===== src/rtl/core/skf_pkg.sv =====
package skf_pkg;

    localparam int FRAC_BITS  = 16;
    localparam int GAIN_BITS  = 16;
    localparam int DATA_W     = 32;
    localparam int GAIN_W     = GAIN_BITS + 1;
    localparam int CFG_IDX_W  = 2;
    localparam int DIV_STEPS  = GAIN_W;
    localparam int CNT_W      = 5;
    localparam int OUT_TDATA_W = ((2 * DATA_W + GAIN_W + 7) / 8) * 8;

    localparam logic [CFG_IDX_W-1:0] CFG_PROCESS_NOISE     = 2'd0;
    localparam logic [CFG_IDX_W-1:0] CFG_MEASUREMENT_NOISE = 2'd1;

    localparam logic [DATA_W-1:0] PN_RESET  = 32'd65;
    localparam logic [DATA_W-1:0] MN_RESET  = 32'd65536;
    localparam logic [DATA_W-1:0] VAR_RESET = DATA_W'(64'd1 << FRAC_BITS);
    localparam logic [GAIN_W-1:0] GAIN_ONE  = GAIN_W'(32'd1 << GAIN_BITS);

    typedef enum logic [5:0] {
        ST_IDLE  = 6'b000001,
        ST_PRED  = 6'b000010,
        ST_DIV   = 6'b000100,
        ST_MUL_E = 6'b001000,
        ST_MUL_V = 6'b010000,
        ST_FIN   = 6'b100000
    } t_state;

    typedef struct packed {
        logic load;
        logic pred;
        logic div_step;
        logic mul_est;
        logic mul_var;
        logic commit;
    } t_cmd;

    typedef struct packed {
        logic out_free;
    } t_status;

endpackage


===== src/rtl/core/skf_ctrl.sv =====
module skf_ctrl (
    input  logic             i_clk,
    input  logic             i_rst_n,
    input  logic             i_in_valid,
    output logic             o_in_ready,
    input  skf_pkg::t_status i_status,
    output skf_pkg::t_cmd    o_cmd
);

    skf_pkg::t_state r_state, n_state;
    logic [skf_pkg::CNT_W-1:0] r_cnt, n_cnt;

    always_ff @(posedge i_clk) begin
        if (!i_rst_n) begin
            r_state <= skf_pkg::ST_IDLE;
            r_cnt   <= '0;
        end else begin
            r_state <= n_state;
            r_cnt   <= n_cnt;
        end
    end

    always_comb begin
        n_state = r_state;
        n_cnt   = r_cnt;
        o_cmd   = '0;
        case (r_state)
            skf_pkg::ST_IDLE: begin
                if (i_in_valid) begin
                    o_cmd.load = 1'b1;
                    n_state    = skf_pkg::ST_PRED;
                end
            end
            skf_pkg::ST_PRED: begin
                o_cmd.pred = 1'b1;
                n_cnt      = '0;
                n_state    = skf_pkg::ST_DIV;
            end
            skf_pkg::ST_DIV: begin
                o_cmd.div_step = 1'b1;
                n_cnt          = r_cnt + 1'b1;
                if (r_cnt == skf_pkg::CNT_W'(skf_pkg::DIV_STEPS - 1)) begin
                    n_state = skf_pkg::ST_MUL_E;
                end
            end
            skf_pkg::ST_MUL_E: begin
                o_cmd.mul_est = 1'b1;
                n_state       = skf_pkg::ST_MUL_V;
            end
            skf_pkg::ST_MUL_V: begin
                o_cmd.mul_var = 1'b1;
                n_state       = skf_pkg::ST_FIN;
            end
            skf_pkg::ST_FIN: begin
                // hold the result until the output register can take it
                if (i_status.out_free) begin
                    o_cmd.commit = 1'b1;
                    n_state      = skf_pkg::ST_IDLE;
                end
            end
            default: begin
                n_state = skf_pkg::ST_IDLE;
            end
        endcase
    end

    assign o_in_ready = (r_state == skf_pkg::ST_IDLE);

endmodule


===== src/rtl/core/skf_dp.sv =====
module skf_dp (
    input  logic                                i_clk,
    input  logic                                i_rst_n,
    input  logic                                i_cfg_we,
    input  logic [skf_pkg::CFG_IDX_W-1:0]       i_cfg_addr,
    input  logic [skf_pkg::DATA_W-1:0]          i_cfg_data,
    input  logic [skf_pkg::DATA_W-1:0]          i_meas,
    input  skf_pkg::t_cmd                       i_cmd,
    output skf_pkg::t_status                    o_status,
    input  logic                                i_out_ready,
    output logic                                o_out_valid,
    output logic [skf_pkg::DATA_W-1:0]          o_estimate,
    output logic [skf_pkg::DATA_W-1:0]          o_error_variance,
    output logic [skf_pkg::GAIN_W-1:0]          o_gain
);

    localparam int DW = skf_pkg::DATA_W;
    localparam int GW = skf_pkg::GAIN_W;
    localparam int NW = DW + skf_pkg::GAIN_BITS + 1;
    localparam int PW = GW + DW + 1;

    logic [DW-1:0]   r_pn, r_mn, r_est, r_var, r_meas, r_p;
    logic [DW:0]     r_d, r_rem, r_mag;
    logic            r_neg, r_zero;
    logic [GW-1:0]   r_nlow, r_quo, r_gain;
    logic [PW-1:0]   r_prod;
    logic [DW:0]     r_adj;
    logic            r_out_valid;
    logic [DW-1:0]   r_out_est, r_out_var;
    logic [GW-1:0]   r_out_gain;

    // prediction step, gain numerator and denominator, and measurement difference
    logic [DW:0]     p_sum;
    logic [DW-1:0]   p_sat;
    logic [DW:0]     d_sum;
    logic [NW-1:0]   num;
    logic [DW:0]     diff;

    always_comb begin
        p_sum = {1'b0, r_var} + {1'b0, r_pn};
        p_sat = p_sum[DW] ? '1 : p_sum[DW-1:0];
        d_sum = {1'b0, p_sat} + {1'b0, r_mn};
        num   = {1'b0, p_sat, {skf_pkg::GAIN_BITS{1'b0}}} + NW'(d_sum >> 1);
        diff  = {r_meas[DW-1], r_meas} - {r_est[DW-1], r_est};
    end

    // one restoring divide step per cycle
    logic [DW+1:0] rem_sh;
    logic          q_bit;
    logic [DW+1:0] rem_sub;

    always_comb begin
        rem_sh  = {r_rem, r_nlow[GW-1]};
        rem_sub = rem_sh - {1'b0, r_d};
        q_bit   = (rem_sh >= {1'b0, r_d});
    end

    // gain and shared multiplier
    logic [GW-1:0] gain_c;
    logic [GW-1:0] mul_a;
    logic [DW:0]   mul_b;
    logic [PW-1:0] mul_y;

    always_comb begin
        if (r_zero) begin
            gain_c = '0;
        end else if (r_quo > skf_pkg::GAIN_ONE) begin
            gain_c = skf_pkg::GAIN_ONE;
        end else begin
            gain_c = r_quo;
        end
        if (i_cmd.mul_est) begin
            mul_a = gain_c;
            mul_b = r_mag;
        end else begin
            mul_a = skf_pkg::GAIN_ONE - r_gain;
            mul_b = {1'b0, r_p};
        end
        mul_y = PW'(mul_a) * PW'(mul_b);
    end

    localparam logic [PW-1:0] HALF = PW'(32'd1 << (skf_pkg::GAIN_BITS - 1));

    logic [PW-1:0] adj_rnd, var_rnd;
    logic [DW+1:0] est_sum;
    logic [DW-1:0] est_sat;
    logic [DW-1:0] var_new;

    always_comb begin
        adj_rnd = r_prod + HALF;
        var_rnd = r_prod + HALF;
        var_new = var_rnd[skf_pkg::GAIN_BITS +: DW];
        if (r_neg) begin
            est_sum = {{2{r_est[DW-1]}}, r_est} - {1'b0, r_adj};
        end else begin
            est_sum = {{2{r_est[DW-1]}}, r_est} + {1'b0, r_adj};
        end
        // clamp to the signed register range
        if (est_sum[DW+1:DW-1] == 3'b000 || est_sum[DW+1:DW-1] == 3'b111) begin
            est_sat = est_sum[DW-1:0];
        end else if (est_sum[DW+1]) begin
            est_sat = {1'b1, {(DW-1){1'b0}}};
        end else begin
            est_sat = {1'b0, {(DW-1){1'b1}}};
        end
    end

    always_ff @(posedge i_clk) begin
        if (!i_rst_n) begin
            r_pn        <= skf_pkg::PN_RESET;
            r_mn        <= skf_pkg::MN_RESET;
            r_est       <= '0;
            r_var       <= skf_pkg::VAR_RESET;
            r_out_valid <= 1'b0;
        end else begin
            if (i_cfg_we) begin
                if (i_cfg_addr == skf_pkg::CFG_PROCESS_NOISE) begin
                    r_pn <= i_cfg_data;
                end else if (i_cfg_addr == skf_pkg::CFG_MEASUREMENT_NOISE) begin
                    r_mn <= i_cfg_data;
                end
            end
            if (i_cmd.commit) begin
                r_est       <= est_sat;
                r_var       <= var_new;
                r_out_valid <= 1'b1;
            end else if (i_out_ready) begin
                r_out_valid <= 1'b0;
            end
        end
    end

    always_ff @(posedge i_clk) begin
        if (i_cmd.load) begin
            r_meas <= i_meas;
        end
        if (i_cmd.pred) begin
            r_p    <= p_sat;
            r_d    <= d_sum;
            r_zero <= (d_sum == '0);
            r_rem  <= (DW+1)'(num[NW-1:GW]);
            r_nlow <= num[GW-1:0];
            r_quo  <= '0;
            r_neg  <= diff[DW];
            r_mag  <= diff[DW] ? -diff : diff;
        end
        if (i_cmd.div_step) begin
            r_rem  <= q_bit ? rem_sub[DW:0] : rem_sh[DW:0];
            r_nlow <= {r_nlow[GW-2:0], 1'b0};
            r_quo  <= {r_quo[GW-2:0], q_bit};
        end
        if (i_cmd.mul_est) begin
            r_gain <= gain_c;
            r_prod <= mul_y;
        end
        if (i_cmd.mul_var) begin
            r_adj  <= adj_rnd[skf_pkg::GAIN_BITS +: (DW+1)];
            r_prod <= mul_y;
        end
        if (i_cmd.commit) begin
            r_out_est  <= est_sat;
            r_out_var  <= var_new;
            r_out_gain <= r_gain;
        end
    end

    assign o_status.out_free = !r_out_valid || i_out_ready;
    assign o_out_valid       = r_out_valid;
    assign o_estimate        = r_out_est;
    assign o_error_variance  = r_out_var;
    assign o_gain            = r_out_gain;

endmodule


===== src/rtl/core/scalar_kalman_filter_core.sv =====
// channel      dir  signals                          contents
// request in   in   s_axis_tvalid/tready/tdata       measurement
// result out   out  m_axis_tvalid/tready/tdata       estimate, error_variance, gain
// config       in   i_cfg_we/i_cfg_addr/i_cfg_data   0 process_noise, 1 measurement_noise
//
// a request goes from acceptance to result through the predict step, the restoring gain
// divider (one quotient bit a cycle), the estimate and variance products on the shared
// 17x33 multiplier and the commit step
// the next request is taken the cycle after the commit, even if a result still waits in
// the output register; a stalled output holds the commit cycle
// reset restores the register defaults, zero estimate and unit variance
module scalar_kalman_filter_core (
    input  logic                                i_clk,
    input  logic                                i_rst_n,
    input  logic                                s_axis_tvalid,
    output logic                                s_axis_tready,
    input  logic [skf_pkg::DATA_W-1:0]          s_axis_tdata,   // [31:0] measurement
    output logic                                m_axis_tvalid,
    input  logic                                m_axis_tready,
    // [31:0] estimate, [63:32] error_variance, [80:64] gain, rest zero
    output logic [skf_pkg::OUT_TDATA_W-1:0]     m_axis_tdata,
    input  logic                                i_cfg_we,
    input  logic [skf_pkg::CFG_IDX_W-1:0]       i_cfg_addr,
    input  logic [skf_pkg::DATA_W-1:0]          i_cfg_data
);

    skf_pkg::t_cmd    cmd;
    skf_pkg::t_status status;
    logic [skf_pkg::DATA_W-1:0] estimate, error_variance;
    logic [skf_pkg::GAIN_W-1:0] gain;

    skf_ctrl u_ctrl (
        .i_clk      (i_clk),
        .i_rst_n    (i_rst_n),
        .i_in_valid (s_axis_tvalid),
        .o_in_ready (s_axis_tready),
        .i_status   (status),
        .o_cmd      (cmd)
    );

    skf_dp u_dp (
        .i_clk            (i_clk),
        .i_rst_n          (i_rst_n),
        .i_cfg_we         (i_cfg_we),
        .i_cfg_addr       (i_cfg_addr),
        .i_cfg_data       (i_cfg_data),
        .i_meas           (s_axis_tdata),
        .i_cmd            (cmd),
        .o_status         (status),
        .i_out_ready      (m_axis_tready),
        .o_out_valid      (m_axis_tvalid),
        .o_estimate       (estimate),
        .o_error_variance (error_variance),
        .o_gain           (gain)
    );

    assign m_axis_tdata = skf_pkg::OUT_TDATA_W'({gain, error_variance, estimate});

endmodule


===== config.mk =====
export PLATFORM = sky130hd
export DESIGN_NAME = scalar_kalman_filter_core
export DESIGN_NICKNAME = d
export VERILOG_FILES = /design/src/rtl/core/skf_pkg.sv /design/src/rtl/core/skf_ctrl.sv /design/src/rtl/core/skf_dp.sv /design/src/rtl/core/scalar_kalman_filter_core.sv
export SDC_FILE = /design/constraint.sdc
export NUM_CORES = 2
export LEC_CHECK = 0
export ABC_AREA = 1
export BUFFER_PORTS_ARGS = -buffer_cell sky130_fd_sc_hd__buf_2
export CORE_UTILIZATION = 59
export CTS_BUF_LIST = sky130_fd_sc_hd__clkbuf_16
export CTS_CLUSTER_DIAMETER = 50
export DETAILED_ROUTE_END_ITERATION = 16
export PLACE_DENSITY = 0.8
export SLEW_MARGIN = 20
export SYNTH_ARGS = -nofsm -noshare
export SYNTH_HDL_FRONTEND = slang
export SYNTH_SLANG_ARGS = --single-unit
export TNS_END_PERCENT = 20

===== constraint.sdc =====
create_clock -name i_clk -period 10 [get_ports i_clk]
set_input_delay 0.5 -clock i_clk [delete_from_list [all_inputs] [get_ports i_clk]]
set_output_delay 0.5 -clock i_clk [all_outputs]
set_load 0.05 [all_outputs]

==> results by stage <==
Floorplanning:
- The starting utilization of the core area is 0.595.
- The region available for standard cell placement spans 85100 um2.
- The number of placed I/O pins is 161.
- The floorplan has approximately 110 rows.
- The area enclosed by the die boundary is 87000 um2.
- The die span in y is between 200 and 300 um.
- In this run the horizontal extent of the chip is approximately 300 um.

Timing:
- Dividing the final minimum period by the clock period gives 0.854.
- The upper clock frequency limit is ~120 MHz.
- Setup repair after global routing left no endpoint under its margin.
- Adding up every negative setup slack in the final design gives 0 ps.
- At the pin with the least slew margin, the transition time is approximately 1200 ps.
- Setup violations remaining at the end of the flow were counted as 0.
- The number of slew-limit violations in the final report is 0.
- The final critical delay including setup and external delays is about 8500 ps.
- The worst setup skew after layout is ~35 ps.
- The number of failing hold endpoints at the final stage is 0.
- Headroom to the max-slew limit came out at 0.208.

Min path:
- For hold timing, the worst endpoint is u_dp.r_meas[23]$_DFFE_PP_.
- The worst hold-check path type is in2reg.
- The cell depth of the worst hold path is 1.
- The worst hold path startpoint is s_axis_tdata[23].

GRT:
- The number of global-route vias before repair is 43310.
- The aggregate global routing overflow is 0.
- Entering global routing, the biggest net connects 93 pins.
- The total global-route track usage is 0.367.
- The first-pass GRT wire length is 241 mm.
- The number of antenna violations at the first check in global routing is 11.

Placed design:
- The cell total after placement is 7700.
- Routability-driven placement finished with a final weighted congestion of 1.01.
- Once detailed placement completed, the half-perimeter wirelength came to ~130 mm.
- Summing all placed instances gives a cell area of roughly 53000 um2.
- The number of I/O port buffers is 153.

Final layout:
- The final layout contains about 7500 nets.
- Leaving out fill and tap cells, the most frequent cells in the layout are 1383 x nand2_1, 1223 x inv_1, 802 x nor2_1, 467 x fa_1, 363 x edfxtp_1.
- The area growth from synthesis to layout is 8.19%.
- The final non-filler cell total is 7830.
- With fillers left out, the area of the finished cells amounts to 54800 um2.
- The most common library cell in the layout ignoring fill and taps is nand2_1.
- Fill cells in the final layout number ~7500.
- In the final layout, the share of cells above drive strength 1 is 0.0805.

Yosys:
- The most common flop cell mapped by yosys is edfxtp_1.
- The compound-gate portion of the synthesized area came to 0.0924.
- The count of flip-flops with a built-in enable after synthesis is 363.
- The number of distinct library cells after synthesis is 74.
- The share of async-settable or async-resettable flops after synthesis is 0.
- Of the total synthesized cell area, the portion taken by AND, OR, NAND and NOR gates is 0.229.
- The average cell area after synthesis is approximately 8 um2.
- The total of flip-flops plus latches after synthesis is 504.
- The multiplexer area fraction after synthesis is 0.
- Of the total synthesized cell area, the portion taken by XOR and XNOR cells is 0.0392.
- Synthesis produced a netlist whose cell count is 6496.
- Of the total synthesized cell area, the portion taken by full adders, half adders and majority gates is 0.259.
- The synthesized area is a little over 50000 um2.
- The number of warning messages in the yosys log is 0.
- The main combinational cell family by area after synthesis is adder cells.
- The sequential cell area fraction in the yosys report is 0.271.

Power and ir drop:
- The fraction of power spent switching nets is 0.403.
- The internal power summed over all cells is 5.01 mW.
- The reported leakage power is ~27 nW.
- The proportion of power drawn by flip-flops and latches is 0.292.
- The proportion of power drawn by combinational gates is 0.418.
- The power dissipated by switching net loads is 3.38 mW.
- The power per cell area is 153 nW/um2.
- Of the total power, the clock network draws 0.290.
- The worst-case vdd ir drop is 0.170 mV.

Routing:
- The number of optimization iterations in the first detailed-route pass is 7.
- Wires add up to between 150 and 200 mm.
- Once detail routing completed, the nets flagged for antenna violations numbered 0.
- For this run, design rule violations remaining after detail routing come to 0.
- The via count of the routed design is 44374.
- The detailed router finished its first iteration with 4993 violations.
- The number of vias per cell is 5.67.
- The wire length per cell is 20.2 um.

Clocking:
- The tree is rooted in a clkbuf_16.
- The number of buffers inserted for hold repair after clock tree synthesis is 0.
- The clock latency at the later pin of the worst-skew pair is about 650 ps.
- The number of CTS-inserted buffers is 67.
- The tree built by TritonCTS fans out to 504 sinks.
- The post-CTS clock slew at the launch and capture registers of the worst setup and hold paths is 60 ps.
- TritonCTS built the clock tree.
- The count of cells resized by post-cts repair is 0.
- The number of setup buffers added after CTS is 0.
- The worst-case clock buffer depth is 3.
- The H-tree was split into 3 levels.

Worst setup path:
- The largest stage delay on the critical path is 530 ps.
- Of all nets on the critical path, the largest fanout is 22.
- The required arrival time at the worst endpoint is 10380 ps.
- Across all register-to-register paths, the minimum setup slack is 1460 ps.
- The slowest stage of the critical path is the fa_1 cell.
- The beginning of the worst register-to-register path is u_dp.r_gain[0]$_DFFE_PP_.
- The arrival time at the worst endpoint is 8910 ps.
- The critical path is of the reg2reg type.
- The kind of end point of the critical path is a register.
- The terminus of the critical flop-to-flop path is u_dp.r_prod[42]$_DFFE_PN_.
- The number of cells traversed by the worst register-to-register path is 34.
- STA classifies the critical path startpoint as a register.
- The cell seen most often among critical-path stages is fa_1.

Job:
- The tool flagged a number of max-cap violations equal to 0.

Outcome:
- The flow ran to the end, and the final reports show no timing, DRC or antenna violations.
-- power groups by stage --
stage                     Clock [mW]  Sequential, mW  Combinational (mW)
after floorplan                    0            2.48                2.38
after global placement             0            2.49                3.38
after detailed placement           0            2.49                3.41
after CTS                       2.46            2.45                3.42
after global routing            2.54            2.45                3.84
final                           2.43            2.45                3.51
-- sequential cells by signal (all words and copies together), names as in the netlist, 33 cells and up --
signal,count
u_dp.r_prod,34
u_dp.r_adj,33
u_dp.r_d,33
u_dp.r_mag,33
u_dp.r_rem,33
-- worst max-delay path, delay by kind of cell, from the launching register on --
kind                       cells  cell delay (ps)
adders and majority gates      8             3380
and+or+nand+nor               13             2280
AOI/OAI and AO/OA              6             1520
DFF                            1              410
buffers and inverters          5              330
xor gates and xnor gates       2              320
-- cell type report --
| type | instances | area, um2 | share of cell area |
|---|---|---|---|
| diodes | 6 | 15.0 | 0.000274 |
| inverters | 1248 | 4690 | 0.0855 |
| repair buffers | 217 | 1250 | 0.0227 |
| multi-input cells | 4587 | 31400 | 0.573 |
| well taps | 1144 | 1430 | 0.0261 |
| clock inverters | 56 | 572 | 0.0104 |
| flip-flops and latches | 504 | 13700 | 0.250 |
| clock buffers | 68 | 1700 | 0.0311 |
-- cell usage after synthesis, types with 6 or more instances --
cell         n  area (um2)
clkbuf_1    87         327
a21oi_1    328        1640
nand2_1   1384        5190
xor2_1     150        1310
nand3_1    205        1030
nor3_1      64         320
a21o_1      18         135
or2_2       22         138
nor4_1      24         150
buf_6        7        78.8
nor2_1     804        3020
dfxtp_1    141        2820
a31oi_1     17         106
nand3_2     14         140
fa_1       467        9350
inv_1     1216        4560
nand4_1     59         369
nand3b_1    16         120
buf_2       41         205
nor3_2       8        80.1
inv_2       18        67.6
o21a_1      23         173
edfxtp_1   363       10900
nand2_2     55         344
nor2_4       9         101
o211ai_1    19         143
buf_4       13        97.6
clkinv_1    13        48.8
nor2_2      43         269
ha_1       302        3780
o21ai_0    318        1590
xnor2_1     75         657
clkbuf_8     6        82.6
o21bai_1    25         188
o21ai_2      9        78.8
o21ai_1     51         255
-- cell families (layout without fill, tap and decap cells) --
group	count (synthesis)	count (layout)
AND/OR/NAND/NOR	2735	2735
AO/OA/AOI/OAI	850	850
buffers and inverters	1411	1589
XOR/XNOR	226	226
other	1	13
flip-flops	504	504
adder cells (fa/ha/maj)	769	769
-- how the worst max path moves through the flow --
stage                                            to                            from  cells after the start  slack (ps)
after floorplan           u_dp.r_nlow[10]$_DFFE_PP_  u_ctrl.r_state[5]$_SDFFE_PN0P_                      5         400
after global placement    u_dp.r_prod[42]$_DFFE_PN_        u_dp.r_gain[0]$_DFFE_PP_                     34        1600
after detailed placement  u_dp.r_prod[42]$_DFFE_PN_        u_dp.r_gain[0]$_DFFE_PP_                     34        1510
after CTS                 u_dp.r_prod[42]$_DFFE_PN_        u_dp.r_gain[0]$_DFFE_PP_                     34        1510
after global routing      u_dp.r_prod[39]$_DFFE_PN_        u_dp.r_gain[0]$_DFFE_PP_                     33         930
final                     u_dp.r_prod[42]$_DFFE_PN_        u_dp.r_gain[0]$_DFFE_PP_                     34        1460
-- metal layers --
layer / vias to the layer above / routed length (um) / GRT usage
met3: 530 / 16800 / 0.0775
li1: 20676 / - / -
met4: 2 / 9560 / 0.192
met5: - / 13 / 0
met1: 20841 / 61400 / 0.477
met2: 2325 / 70600 / 0.578
-- per-stage QoR --
| step | utilization | hold slack [ps] | worst slack (ps) | total power [mW] |
|---|---|---|---|---|
| 3_3_place_gp | 0.617 | 452 | 1600 | 5.87 |
| 5_1_grt | 0.643 | 22.6 | 928 | 8.83 |
| 4_1_cts | 0.643 | 11.0 | 1510 | 8.34 |
| 3_5_place_dp | 0.617 | 462 | 1510 | 5.90 |
| 2_1_floorplan | - | 435 | 403 | 4.86 |
| 6_report | 0.644 | 40.0 | 1460 | 8.39 |
(Power assumes the default switching activity.)
